$ cat config.mk
export PLATFORM = sky130hd
export DESIGN_NAME = extended_euclid_modular_inverse_flat
export DESIGN_NICKNAME = d
export VERILOG_FILES = /design/src/rtl/eemi_pkg.sv /design/src/rtl/eemi_if.sv /design/src/rtl/eemi_ctrl.sv /design/src/rtl/eemi_dp.sv /design/src/rtl/extended_euclid_modular_inverse.sv /design/src/flat_wrapper.sv
export SDC_FILE = /design/constraint.sdc
export NUM_CORES = 1
export LEC_CHECK = 0
export BUFFER_PORTS_ARGS = -buffer_cell sky130_fd_sc_hd__clkbuf_2
export CORE_MARGIN = 1.5
export CORE_UTILIZATION = 49
export CTS_CLUSTER_SIZE = 10
export DETAILED_ROUTE_END_ITERATION = 16
export PLACE_DENSITY = 0.75
export SETUP_SLACK_MARGIN = 0.05
export SLEW_MARGIN = 10
export SYNTH_ARGS = -nofsm -noshare
export SYNTH_HDL_FRONTEND = slang
export SYNTH_SLANG_ARGS = --single-unit
$ cat constraint.sdc
create_clock -name i_clk -period 12.45 [get_ports i_clk]
set_input_delay 0.6225 -clock i_clk [delete_from_list [all_inputs] [get_ports i_clk]]
set_output_delay 0.6225 -clock i_clk [all_outputs]
set_load 0.01 [all_outputs]
$ cat src/rtl/eemi_pkg.sv
package eemi_pkg;

    // operand width; coefficients carry one extra sign bit
    localparam int OPERAND_WIDTH = 32;
    localparam int COEF_WIDTH    = OPERAND_WIDTH + 1;
    localparam int CNT_WIDTH     = $clog2(OPERAND_WIDTH);

    typedef logic [OPERAND_WIDTH-1:0]     t_val;
    typedef logic [COEF_WIDTH-1:0]        t_coef_bits;
    typedef logic signed [COEF_WIDTH-1:0] t_coef;
    typedef logic [CNT_WIDTH-1:0]         t_cnt;

    // controller -> datapath
    typedef struct packed {
        logic load;       // capture a new word, seed the coefficients
        logic div_start;  // restart the divider on r0 / r1
        logic div_step;   // one restoring division bit
        logic update;     // shift the Euclid pair and restart the divider
        logic out_load;   // move the result into the output register
    } t_cmd;

    // datapath -> controller
    typedef struct packed {
        logic op_zero;    // operand was zero
        logic div_last;   // last quotient bit this cycle
        logic rem_zero;   // remainder of the finished division is zero
        logic out_free;   // output register can take a word
    } t_status;

endpackage

$ cat src/rtl/eemi_if.sv
interface eemi_in_if;
    import eemi_pkg::*;

    logic valid;
    logic ready;
    t_val modulus;
    t_val operand;

    modport source (output valid, output modulus, output operand, input ready);
    modport sink   (input valid, input modulus, input operand, output ready);
endinterface

interface eemi_out_if;
    import eemi_pkg::*;

    logic  valid;
    logic  ready;
    t_val  gcd_value;
    t_coef coef_u;
    t_coef coef_v;
    t_val  inverse_value;
    logic  has_inverse;

    modport source (output valid, output gcd_value, output coef_u, output coef_v,
                    output inverse_value, output has_inverse, input ready);
    modport sink   (input valid, input gcd_value, input coef_u, input coef_v,
                    input inverse_value, input has_inverse, output ready);
endinterface

$ cat src/rtl/eemi_ctrl.sv
module eemi_ctrl (
    input  logic              i_clk,
    input  logic              i_rst_n,
    input  logic              i_in_valid,
    output logic              o_in_ready,
    input  eemi_pkg::t_status i_status,
    output eemi_pkg::t_cmd    o_cmd
);
    import eemi_pkg::*;

    typedef enum logic [4:0] {
        ST_IDLE   = 5'b00001,
        ST_CHECK  = 5'b00010,
        ST_DIV    = 5'b00100,
        ST_TEST   = 5'b01000,
        ST_FINISH = 5'b10000
    } t_state;

    t_state r_state;
    t_state n_state;

    assign o_in_ready = (r_state == ST_IDLE);

    // next state and commands
    always_comb begin
        n_state = r_state;
        o_cmd   = '0;
        case (r_state)
            ST_IDLE: begin
                if (i_in_valid) begin
                    o_cmd.load = 1'b1;
                    n_state    = ST_CHECK;
                end
            end
            ST_CHECK: begin
                if (i_status.op_zero) begin
                    n_state = ST_FINISH;
                end else begin
                    o_cmd.div_start = 1'b1;
                    n_state         = ST_DIV;
                end
            end
            ST_DIV: begin
                o_cmd.div_step = 1'b1;
                if (i_status.div_last) begin
                    n_state = ST_TEST;
                end
            end
            ST_TEST: begin
                // zero remainder: r1 is the gcd, stop here
                if (i_status.rem_zero) begin
                    n_state = ST_FINISH;
                end else begin
                    o_cmd.update = 1'b1;
                    n_state      = ST_DIV;
                end
            end
            ST_FINISH: begin
                if (i_status.out_free) begin
                    o_cmd.out_load = 1'b1;
                    n_state        = ST_IDLE;
                end
            end
            default: begin
                n_state = ST_IDLE;
            end
        endcase
    end

    always_ff @(posedge i_clk) begin
        if (!i_rst_n) begin
            r_state <= ST_IDLE;
        end else begin
            r_state <= n_state;
        end
    end

endmodule

$ cat src/rtl/eemi_dp.sv
module eemi_dp (
    input  logic              i_clk,
    input  logic              i_rst_n,
    input  eemi_pkg::t_val    i_modulus,
    input  eemi_pkg::t_val    i_operand,
    input  eemi_pkg::t_cmd    i_cmd,
    output eemi_pkg::t_status o_status,
    eemi_out_if.source        o_word
);
    import eemi_pkg::*;

    localparam int W = OPERAND_WIDTH;

    // Euclid pair and coefficients (coefficients mod 2^(W+1))
    t_val       r_m;
    t_val       r_r0;
    t_val       r_r1;
    t_coef_bits r_u0;
    t_coef_bits r_u1;
    t_coef_bits r_v0;
    t_coef_bits r_v1;
    logic       r_op_zero;

    // divider state; q*u1 and q*v1 built MSB first alongside the quotient
    t_val       r_rem;
    t_val       r_dvd;
    t_coef_bits r_qu;
    t_coef_bits r_qv;
    t_cnt       r_cnt;

    // output register
    logic       r_out_valid;
    t_val       r_out_gcd;
    t_coef_bits r_out_u;
    t_coef_bits r_out_v;
    t_val       r_out_inv;
    logic       r_out_ok;

    logic [W:0] rem_sh;
    logic [W:0] rem_diff;
    logic       q_bit;
    t_val       res_gcd;
    t_coef_bits res_u;
    t_coef_bits res_v;
    t_val       res_inv;
    logic       res_ok;

    // one restoring division step
    assign rem_sh   = {r_rem, r_dvd[W-1]};
    assign rem_diff = rem_sh - {1'b0, r_r1};
    assign q_bit    = !rem_diff[W];

    // result selection and inverse fix-up
    always_comb begin
        if (r_op_zero) begin
            res_gcd = r_m;
            res_u   = t_coef_bits'(1);
            res_v   = '0;
        end else begin
            res_gcd = r_r1;
            res_u   = r_u1;
            res_v   = r_v1;
        end
        res_ok  = (res_gcd == t_val'(1));
        res_inv = '1;
        if (res_ok) begin
            res_inv = res_v[W] ? (res_v[W-1:0] + r_m) : res_v[W-1:0];
        end
    end

    // Euclid and divider registers
    always_ff @(posedge i_clk) begin
        if (i_cmd.load) begin
            r_m       <= i_modulus;
            r_r0      <= i_modulus;
            r_r1      <= i_operand;
            r_u0      <= t_coef_bits'(1);
            r_v0      <= '0;
            r_u1      <= '0;
            r_v1      <= t_coef_bits'(1);
            r_op_zero <= (i_operand == '0);
        end
        if (i_cmd.div_start) begin
            r_rem <= '0;
            r_dvd <= r_r0;
            r_qu  <= '0;
            r_qv  <= '0;
            r_cnt <= '0;
        end
        if (i_cmd.div_step) begin
            r_rem <= q_bit ? rem_diff[W-1:0] : rem_sh[W-1:0];
            r_dvd <= {r_dvd[W-2:0], 1'b0};
            r_qu  <= {r_qu[W-1:0], 1'b0} + (q_bit ? r_u1 : '0);
            r_qv  <= {r_qv[W-1:0], 1'b0} + (q_bit ? r_v1 : '0);
            r_cnt <= r_cnt + t_cnt'(1);
        end
        if (i_cmd.update) begin
            r_r0  <= r_r1;
            r_r1  <= r_rem;
            r_u0  <= r_u1;
            r_u1  <= r_u0 - r_qu;
            r_v0  <= r_v1;
            r_v1  <= r_v0 - r_qv;
            // next division on the new pair
            r_rem <= '0;
            r_dvd <= r_r1;
            r_qu  <= '0;
            r_qv  <= '0;
            r_cnt <= '0;
        end
    end

    // output word register
    always_ff @(posedge i_clk) begin
        if (!i_rst_n) begin
            r_out_valid <= 1'b0;
        end else if (i_cmd.out_load) begin
            r_out_valid <= 1'b1;
        end else if (o_word.ready) begin
            r_out_valid <= 1'b0;
        end
    end

    always_ff @(posedge i_clk) begin
        if (i_cmd.out_load) begin
            r_out_gcd <= res_gcd;
            r_out_u   <= res_u;
            r_out_v   <= res_v;
            r_out_inv <= res_inv;
            r_out_ok  <= res_ok;
        end
    end

    assign o_status.op_zero  = r_op_zero;
    assign o_status.div_last = (r_cnt == t_cnt'(W - 1));
    assign o_status.rem_zero = (r_rem == '0);
    assign o_status.out_free = !r_out_valid || o_word.ready;

    assign o_word.valid         = r_out_valid;
    assign o_word.gcd_value     = r_out_gcd;
    assign o_word.coef_u        = t_coef'(r_out_u);
    assign o_word.coef_v        = t_coef'(r_out_v);
    assign o_word.inverse_value = r_out_inv;
    assign o_word.has_inverse   = r_out_ok;

endmodule

$ cat src/rtl/extended_euclid_modular_inverse.sv
// Channel   Dir  Word fields
// i_word    in   modulus, operand
// o_word    out  gcd_value, coef_u, coef_v, inverse_value, has_inverse
//
// One word at a time. Euclid runs k divisions per word (k = 0 for a zero operand, at
// most 46 at 32 bits); each division is a one-bit-per-cycle restoring divider.
// Reset is synchronous, active low, and clears the controller and output valid.
// A finished word waits in the output register while the next input is taken;
// the engine stalls only when it finishes with that register still full.
module extended_euclid_modular_inverse (
    input  logic       i_clk,
    input  logic       i_rst_n,
    eemi_in_if.sink    i_word,
    eemi_out_if.source o_word
);
    import eemi_pkg::*;

    t_cmd    cmd;
    t_status status;

    eemi_ctrl u_ctrl (
        .i_clk      (i_clk),
        .i_rst_n    (i_rst_n),
        .i_in_valid (i_word.valid),
        .o_in_ready (i_word.ready),
        .i_status   (status),
        .o_cmd      (cmd)
    );

    eemi_dp u_dp (
        .i_clk     (i_clk),
        .i_rst_n   (i_rst_n),
        .i_modulus (i_word.modulus),
        .i_operand (i_word.operand),
        .i_cmd     (cmd),
        .o_status  (status),
        .o_word    (o_word)
    );

`ifndef ASSERT_OFF
    // engine is busy right after taking a word
    a_busy_after_accept: assert property (@(posedge i_clk) disable iff (!i_rst_n)
        (i_word.valid && i_word.ready) |=> !i_word.ready)
        else $error("input ready right after accept");

    // inverse flag matches a unit gcd
    a_flag_gcd: assert property (@(posedge i_clk) disable iff (!i_rst_n)
        o_word.valid |-> (o_word.has_inverse == (o_word.gcd_value == t_val'(1))))
        else $error("has_inverse disagrees with gcd");

    // no inverse reads as all ones
    a_no_inv_ones: assert property (@(posedge i_clk) disable iff (!i_rst_n)
        (o_word.valid && !o_word.has_inverse) |-> (o_word.inverse_value == '1))
        else $error("missing inverse not all ones");

    // a result is only loaded when the engine is not idle
    a_load_busy: assert property (@(posedge i_clk) disable iff (!i_rst_n)
        cmd.out_load |-> !i_word.ready)
        else $error("result loaded while idle");
`endif

endmodule
$ cat src/flat_wrapper.sv
// flat-port wrapper written by rule: the top's interface ports become plain ports
module extended_euclid_modular_inverse_flat import eemi_pkg::*;
  (i_clk, i_rst_n, i_word_valid, i_word_modulus, i_word_operand, i_word_ready, o_word_valid, o_word_gcd_value, o_word_coef_u, o_word_coef_v, o_word_inverse_value, o_word_has_inverse, o_word_ready);
  eemi_in_if i_word_i ();
  eemi_out_if o_word_i ();
  input  logic i_clk;
  input  logic i_rst_n;
  input wire logic [$bits(i_word_i.valid)-1:0] i_word_valid;
  input wire logic [$bits(i_word_i.modulus)-1:0] i_word_modulus;
  input wire logic [$bits(i_word_i.operand)-1:0] i_word_operand;
  output wire logic [$bits(i_word_i.ready)-1:0] i_word_ready;
  output wire logic [$bits(o_word_i.valid)-1:0] o_word_valid;
  output wire logic [$bits(o_word_i.gcd_value)-1:0] o_word_gcd_value;
  output wire logic [$bits(o_word_i.coef_u)-1:0] o_word_coef_u;
  output wire logic [$bits(o_word_i.coef_v)-1:0] o_word_coef_v;
  output wire logic [$bits(o_word_i.inverse_value)-1:0] o_word_inverse_value;
  output wire logic [$bits(o_word_i.has_inverse)-1:0] o_word_has_inverse;
  input wire logic [$bits(o_word_i.ready)-1:0] o_word_ready;
  assign i_word_i.valid = i_word_valid;
  assign i_word_i.modulus = i_word_modulus;
  assign i_word_i.operand = i_word_operand;
  assign i_word_ready = i_word_i.ready;
  assign o_word_valid = o_word_i.valid;
  assign o_word_gcd_value = o_word_i.gcd_value;
  assign o_word_coef_u = o_word_i.coef_u;
  assign o_word_coef_v = o_word_i.coef_v;
  assign o_word_inverse_value = o_word_i.inverse_value;
  assign o_word_has_inverse = o_word_i.has_inverse;
  assign o_word_i.ready = o_word_ready;
  extended_euclid_modular_inverse u_core (.i_clk(i_clk), .i_rst_n(i_rst_n), .i_word(i_word_i), .o_word(o_word_i));
endmodule
-- After elaboration in Yosys (flattened, before gate mapping)
Cells that the tools add are included.
- output and inout port bits: 133
- flip-flop bits (word level): 501
- logic and storage cells: 89
- bits of input ports: 68
- $add $sub $neg: 7
- equality and inequality tests: 10
- multiplexer cells: 43
- reduce and logical (&&, ||, !) cells: 9
- operators with widths (operator ; count):
    $mux W33 ; 12
    $mux W32 ; 12
    $add A33 B33 Y33 ; 2
    $sub A33 B33 Y33 ; 2
    $logic_not A32 Y1 ; 2
    $mux W5 ; 7
    $sub A33 B32 Y33 ; 1
    $add A32 B32 Y32 ; 1
    $eq A32 B1 Y1 const B ; 1
    $pmux W5 S5 ; 1
    $mux W1 ; 11
    $eq A5 B5 Y1 const B ; 2
    $reduce_bool A2 Y1 ; 3
    $add A5 B1 Y5 const B ; 1
    $eq A5 B1 Y1 const B ; 1
    $eq A5 B2 Y1 const B ; 1
    $eq A5 B3 Y1 const B ; 1
    $eq A5 B4 Y1 const B ; 1
    $ne A2 B1 Y1 const B ; 2
    $reduce_and A3 Y1 ; 1
    $reduce_bool A3 Y1 ; 1
    $ne A2 B2 Y1 const B ; 1
    $logic_not A1 Y1 ; 1
    $logic_or A1 B1 Y1 ; 1

-- Depth between registers and ports, before layout
Gate-level depths: netlist (run 1).
- depth after elaboration: 5
- mapped depth: 26
- depth with buffers taken out: 24

-- Cells and area by module
A second synthesis (run 1) with hierarchy kept.
- cells, all modules: 2823
- area total of the unflattened synthesis: 29037.8 µm²
- by module, submodules not included (module ; cells each ; times used ; seq. area each (µm²) ; area an instance (µm²)):
    eemi_dp ; 2786 ; 1 ; 13853.3 ; 28723.8
    eemi_ctrl ; 37 ; 1 ; 100.1 ; 314.1

-- Worst setup path before layout (run 1)
No wires, ideal clock.
- path kind: input to register
- start: input port o_word_ready
- end: register u_core.u_dp.r_out_u[0], in the netlist u_core.u_dp.o_word.coef_u[0] (enable)
- setup time: 638 ps
- required time: 11812 ps
- path buffers: 0
- slack: 5289 ps
- stages on the path: 2
- data arrival time: 6523 ps
- cell sequence: nand2b_1 nor2b_1
- RTL lines (item ; line ; RTL):
    start: declaration ; flat_wrapper.sv:18 ; input wire logic [$bits(o_word_i.ready)-1:0] o_word_ready;
    end signal: assignment ; eemi_dp.sv:127 ; r_out_u <= res_u;
    end: declaration ; eemi_dp.sv:34 ; t_coef_bits r_out_u;

-- Final worst setup path (run 1)
- start: register u_core.u_dp.r_r1[0]
- end: register u_core.u_dp.r_qu[31]
- word-level cells in the longest chain between the ends: 4
- RTL lines (item ; line ; RTL):
    start: declaration ; eemi_dp.sv:17 ; t_val r_r1;
    start signal: assignment ; eemi_dp.sv:76 ; r_r1 <= i_operand;
    start signal: assignment ; eemi_dp.sv:99 ; r_r1 <= r_rem;
    $sub A33 B32 Y33 ; eemi_dp.sv:50 ; assign rem_diff = rem_sh - {1'b0, r_r1};
    $mux W33 ; eemi_dp.sv:93 ; r_qu <= {r_qu[W-1:0], 1'b0} + (q_bit ? r_u1 : '0);
    $add A33 B33 Y33 ; eemi_dp.sv:93 ;
    $mux W33 ; eemi_dp.sv:90 ; if (i_cmd.div_step) begin
    end signal: assignment ; eemi_dp.sv:93 ;
    end: declaration ; eemi_dp.sv:27 ; t_coef_bits r_qu;
Every way passes these cells.
A chain may end at the register's enable or synchronous reset.

==> impl_metrics.csv, run 1 <==
group,metric,value,unit
floorplan,core_area,0.0580,mm2
floorplan,die_w,246,um
grt,grt_pass1_wl,122,mm
synthesis,synth_cell_type_count,90,
sta,fin_crit_sh,58.5,%
worst_setup_path,path_class,"register to register",
final_layout,nNetsFinal,3326,
detailed_routing,wire_per_inst,20.3,um
synthesis,syn_area_per_cell,10.0,um2
cts,htree_num_levels,2,
detailed_routing,drc_errors,0,
sta,final_hold_viol_count,0,
final_layout,area_growth,11.9,%
detailed_routing,vias_per_cell,5.89,
cts,path_clk_slew,60,ps
detailed_routing,ant_nets,0,
floorplan,rows,88,
grt,antenna_found_initial,7,
cts,clock-sinks,501,
worst_setup_path,cp_max_fo,82,
sta,relSlewSlack,25.0,%
final_layout,diodes,0,
cts,cts_tree,"done",
detailed_routing,vias,22800,
cts,ctsHoldBuffers,0,
cts,cts_resized,0,
synthesis,synth_nets,3158,
place,gp_congestion,0.940,
floorplan,start_util,49.9,%
sta,fmax,137,MHz
detailed_routing,drt_iter0_markers,1731,
worst_setup_path,end_kind,"register",
detailed_routing,wl,78.6,mm
sta,hold_ws,179,ps
floorplan,io_pins,201,
synthesis,ys.flop_type,"edfxtp_1",
sta,rsz0062_at_grt,"no",
worst_setup_path,crit_arrival,7780,ps
sta,finClkSkew,31.3,ps
synthesis,synth-edff-count,392,
sta,fin_crit,7290,ps
sta,report.final.setup_viol,0,
final_layout,stdcell_area,0.0324,mm2
grt,grt_pass1_vias,22200,
power_and_ir_drop,irDropWorstVdd,0.127,mV
synthesis,synthCells,2893,
worst_setup_path,crit_path_start_kind,"register",
cts,clock_latency,640,ps
cts,cts_setup_buffers,0,
synthesis,synth-seq-cells,501,
synthesis,ys.warnings.count,0,
synthesis,ys_async_sr_fraction,0,%
sta,setup_tns,0,ps
cts,cts_buffers,57,
place,io_buffers,200,
detailed_routing,dr.pass1.iters,6,
final_layout,drive_gt1_share,10.3,%
power_and_ir_drop,p_per_area,180,mW/mm2
grt,overflow,0,
cts,ctsLongestPathBuffers,3,
run,cap_violations,0,
grt,grt_use_total,25.7,%
power_and_ir_drop,leakagePower,0.0134,uW
sta,slew_viol_final,0,
synthesis,seq_area_frac_synth,48.2,%
outcome,status,"finished clean",
floorplan,die_y,246,um
place,dpl_cell_area,0.0307,mm2
worst_setup_path,crit_required,12950,ps
hold_path,hold_path_class,"input pin to register",
cts,clock-root-buffer,"clkbuf_16",
grt,grt_max_degree,168,
floorplan,dieArea,0.0605,mm2
place,post-dp-hpwl,56.0,mm
synthesis,synth_area,0.0289,mm2
sta,tightest_slew,1100,ps
==> cells by family (layout without fill, tap and decap cells) <==
logic type               count (synthesis)  after routing  share of synthesized area (%)
AO/OA/AOI/OAI                          726            726                           16.0
buffers and inverters                  275            492                           3.68
AND/OR/NAND/NOR                        964            964                           16.1
multiplexers                            77             77                           2.67
flip-flops                             501            501                           48.2
XOR/XNOR                               153            153                           4.68
adder cells (fa/ha/maj)                197            197                           8.67
==> per-layer routing <==
metal	track usage, %	part of all wire (%)
met3	4.72	7.4
met4	11.3	4.3
met1	34.8	43
met5	0	0.13
met2	40.1	45
==> metrics by stage <==
stage | power, uW | cells | util, % | setup WS, ps
after floorplan | 3730 | 2893 | - | 5290
after global placement | 4180 | 3767 | 52.8 | 5540
after detailed placement | 4240 | 3767 | 52.8 | 5330
after CTS | 5820 | 3875 | 55.8 | 5290
after global routing | 6140 | 3875 | 55.8 | 4630
final | 5810 | 3875 | 55.8 | 5160
==> where the power goes <==
group / internal [uW] / switching, uW / leakage (uW)
sequential: 2070 / 146 / 0.00463
clock: 880 / 679 / 0.000810
combinational: 794 / 1240 / 0.00795
==> synthesized netlist by cell type (9+ instances only) <==
cell	instances	share of area [%]
a211oi_1	11	0.29
a21o_1	84	2.2
a21oi_1	156	2.7
a31oi_1	21	0.45
and2_1	132	2.9
and3_1	14	0.30
clkbuf_1	92	1.2
dfxtp_1	109	7.5
edfxtp_1	392	41
ha_1	191	8.3
inv_1	167	2.2
mux2i_1	76	2.6
nand2_1	361	4.7
nand2b_1	25	0.54
nand3_1	46	0.80
nand4_1	18	0.39
nor2_1	168	2.2
nor2b_1	85	1.8
nor3_1	37	0.64
nor4_1	27	0.58
o2111ai_1	9	0.27
o21a_1	23	0.60
o21ai_0	200	3.5
o21ai_1	25	0.43
o21bai_1	21	0.54
o22ai_1	58	1.3
or3_1	10	0.22
xnor2_1	88	2.7
xor2_1	64	1.9
==> path summary, 6_finish.rpt <==
check                                 endpoint                         startpoint  slack (ps)  cells after the start
max          u_core.u_dp.r_qu[31]$_SDFFE_PP0P_      u_core.u_dp.r_r1[0]$_DFFE_PP_        5160                     24
min               u_core.u_dp.r_m[0]$_DFFE_PP_                  i_word_modulus[0]         180                      1
max reg2reg  u_core.u_dp.r_qu[31]$_SDFFE_PP0P_      u_core.u_dp.r_r1[0]$_DFFE_PP_        5160                     24
min reg2reg  u_core.u_dp.r_qv[31]$_SDFFE_PP0P_  u_core.u_dp.r_qv[31]$_SDFFE_PP0P_         470                      2
==> flip-flops by register name, summed over array words and instances, names as in the netlist, 32 cells and up <==
register,cells
u_core.u_dp.r_r1,32
u_core.u_dp.r_v0,33
u_core.u_dp.o_word.coef_v,33
u_core.u_dp.o_word.coef_u,33
u_core.u_dp.r_qv,33
u_core.u_dp.o_word.inverse_value,32
u_core.u_dp.r_qu,33
u_core.u_dp.r_v1,33
u_core.u_dp.r_u0,33
u_core.u_dp.o_word.gcd_value,32
u_core.u_dp.r_rem,32
u_core.u_dp.r_m,32
u_core.u_dp.r_r0,32
u_core.u_dp.r_dvd,32
u_core.u_dp.r_u1,33
==> worst max-delay path, stage by stage (launching register included) <==
cell and delay [ps]:
edfxtp_1 430, ha_1 260, fa_1 420, nor2b_1 180, o31ai_1 140, a2111o_1 430, a31o_1 210, a21oi_1 150
o21ai_1 120, o21ai_4 810, buf_4 760, and2_1 230, ha_1 170, inv_1 60, fa_1 420, nor2b_1 130
o21ai_1 90, a21boi_1 260, o311ai_1 200, o31ai_2 530, a221o_1 280, a31oi_1 150, o311ai_1 340, xnor2_1 150
o22ai_1 90
==> cell type report <==
cell class              instances  area, um2
clock buffers                 103       1630
inverters                     168        632
repair buffers                216       1150
flip-flops and latches        501      14000
clock inverters                 5       78.8
multi-input cells            2117      14000
well taps                     765        957
fillers                      5045      25700
==> placed cells by master (no fill, tap or decap), types with 18 or more instances in the layout <==
cell / count
clkbuf_2: 200
mux2i_1: 76
o21ai_1: 25
o21ai_0: 200
clkbuf_1: 43
o22ai_1: 58
dfxtp_1: 109
nor3_1: 35
inv_1: 167
nand4_1: 18
nor2b_1: 84
a31oi_1: 21
and2_1: 131
o21a_1: 23
o21bai_1: 21
a21oi_1: 156
nor4_1: 26
nand2b_1: 25
nand2_1: 361
ha_1: 191
xor2_1: 64
edfxtp_1: 392
nor2_1: 167
nand3_1: 45
a21o_1: 84
clkbuf_16: 57
xnor2_1: 88
Power figures use the tool's default switching activity.
==> run 2: changes to the inputs <==
==> constraint.sdc (replaced) <==
create_clock -name i_clk -period 7 [get_ports i_clk]
set_input_delay 0.35 -clock i_clk [delete_from_list [all_inputs] [get_ports i_clk]]
set_output_delay 0.35 -clock i_clk [all_outputs]
set_load 0.01 [all_outputs]
==> impl_metrics.csv, run 2 (synthesis gave the netlist of run 1 again) <==
group,metric,value,unit
floorplan,die_y,246,um
place,io_buffers,200,
worst_setup_path,path_cells,"ha_1 -> fa_1 -> nor2b_1 -> o31ai_1 -> a2111o_1 -> a31o_1 -> a21oi_1 -> o21ai_1 -> o21ai_4 -> buf_4 -> and2_1 -> ha_1 -> nor2b_1 -> o21a_1 -> o21ai_0 -> a21boi_0 -> o21ai_0 -> o21ai_0 -> a31o_2 -> a311oi_1 -> xor2_1 -> o22ai_1",
floorplan,io_pins,201,
sta,rsz0062_at_grt,"no",
detailed_routing,wl,80.2,mm
cts,path_clk_slew,60,ps
detailed_routing,vias,23100,
place,gp_congestion,0.958,
cts,ctsLongestPathBuffers,3,
worst_setup_path,cp_max_fo,30,
final_layout,area_growth,13.7,%
detailed_routing,drc_errors,0,
detailed_routing,dr.pass1.iters,7,
worst_setup_path,crit_slowest_cell,"a2111o_1",
grt,grt_max_degree,157,
cts,clock-sinks,501,
detailed_routing,ant_nets,0,
cts,clock-root-buffer,"clkbuf_16",
run,cap_violations,0,
sta,slew_viol_final,0,
sta,final_hold_viol_count,0,
sta,fin_crit_sh,88.3,%
cts,cts_buffers,59,
sta,tightest_slew,1240,ps
worst_setup_path,critPathMaxStageDelay,450,ps
place,dp_cells,3772,
floorplan,rows,88,
hold_path,hold_path_class,"input pin to register",
outcome,status,"finished clean",
worst_setup_path,crit_arrival,6670,ps
grt,grt_pass1_vias,22800,
worst_setup_path,path_buf_inv,1,
power_and_ir_drop,leakagePower,0.0136,uW
grt,overflow,0,
floorplan,dieArea,0.0605,mm2
cts,cts_tree,"done",
detailed_routing,drt_iter0_markers,1711,
final_layout,stdcell_count,3927,
final_layout,drive_gt1_share,10.3,%
sta,setup_tns,0,ps
power_and_ir_drop,p_per_area,318,mW/mm2
sta,relSlewSlack,15.4,%
detailed_routing,vias_per_cell,5.88,
floorplan,start_util,49.9,%
sta,finClkSkew,24.3,ps
floorplan,core_area,0.0580,mm2
cts,htree_num_levels,2,
detailed_routing,wire_per_inst,20.4,um
place,post-dp-hpwl,56.8,mm
sta,fin_crit,6180,ps
grt,antenna_found_initial,8,
final_layout,layout_commonest_cell,"edfxtp_1",
final_layout,final_cell_mix,"392 x edfxtp_1, 361 x nand2_1, 200 x o21ai_0, 200 x clkbuf_2, 191 x ha_1",
final_layout,nNetsFinal,3375,
floorplan,die_w,246,um
worst_setup_path,crit_path_start_kind,"register",
sta,report.final.setup_viol,0,
worst_setup_path,crit_required,7480,ps
worst_setup_path,path_class,"register to register",
final_layout,fillers,4905,
worst_setup_path,cp_top_family,"compound AO/OA/AOI/OAI gates",
sta,fmax,162,MHz
cts,clock_latency,640,ps
worst_setup_path,cp_common_cell,"o21ai_0",
worst_setup_path,end_kind,"register",
grt,grt_use_total,26.2,%
cts,cts_resized,0,
grt,grt_pass1_wl,125,mm
power_and_ir_drop,irDropWorstVdd,0.208,mV
[run 2: what timing repair did]
action | CTS | global route
setup buffers | 0 | 0
hold endpoints to repair | 55 | 0
hold buffers | 42 | 0
[run 2: tightest hold or removal path, stage by stage]
cell and delay (ps):
clkbuf_2 90, nand2_1 50, o21ai_0 60
[run 2: power by group]
group,internal [uW],leakage (uW),total [uW],switching (uW)
combinational,1430,0.00816,3640,2210
sequential,3690,0.00463,3960,270
clock,1640,0.000851,2860,1230
total,6750,0.0136,10500,3710
[run 2: stage by stage]
step | hold slack (ps) | utilization, % | total power, uW | cell area (um2) | setup WS (ps)
6_report | 24.9 | 56.7 | 10500 | 32900 | 816
5_1_grt | 26.8 | 56.7 | 11000 | 32900 | 434
4_1_cts | 4.94 | 56.7 | 10500 | 32900 | 834
3_5_place_dp | 465 | 52.9 | 7540 | 30700 | 863
3_3_place_gp | 450 | 52.9 | 7430 | 30700 | 1130
2_1_floorplan | 426 | - | 6630 | 28900 | 1730
[run 2: area by class of cell]
type                       count  area [um2]  share of cell area [%]
multi-input combinational   2117       14000                    42.4
sequential                   501       14000                    42.4
clock inverter                10        83.8                   0.255
inverter                     168         632                    1.92
tap                          765         957                    2.91
clock buffer                 100        1690                    5.14
antenna                        3        7.51                  0.0228
timing repair buffer         263        1620                    4.91
[run 2: layer usage]
metal / GRT usage (%) / share of wire (%)
met5: 0 / 0.085
met4: 11.8 / 4.6
met3: 5.03 / 7.3
met2: 42.6 / 46
met1: 33.9 / 42
[run 2: final timing paths]
| kind | start | to | slack [ps] | cells past startpoint |
|---|---|---|---|---|
| max | u_core.u_dp.r_r1[0]$_DFFE_PP_ | u_core.u_dp.r_qv[21]$_SDFFE_PP0P_ | 820 | 22 |
| min reg2reg | u_core.u_dp.r_cnt[4]$_SDFFE_PP0P_ | u_core.u_dp.r_cnt[4]$_SDFFE_PP0P_ | 500 | 1 |
| min | i_word_operand[0] | u_core.u_dp.r_r1[0]$_DFFE_PP_ | 20 | 3 |
| max reg2reg | u_core.u_dp.r_r1[0]$_DFFE_PP_ | u_core.u_dp.r_qv[21]$_SDFFE_PP0P_ | 820 | 22 |
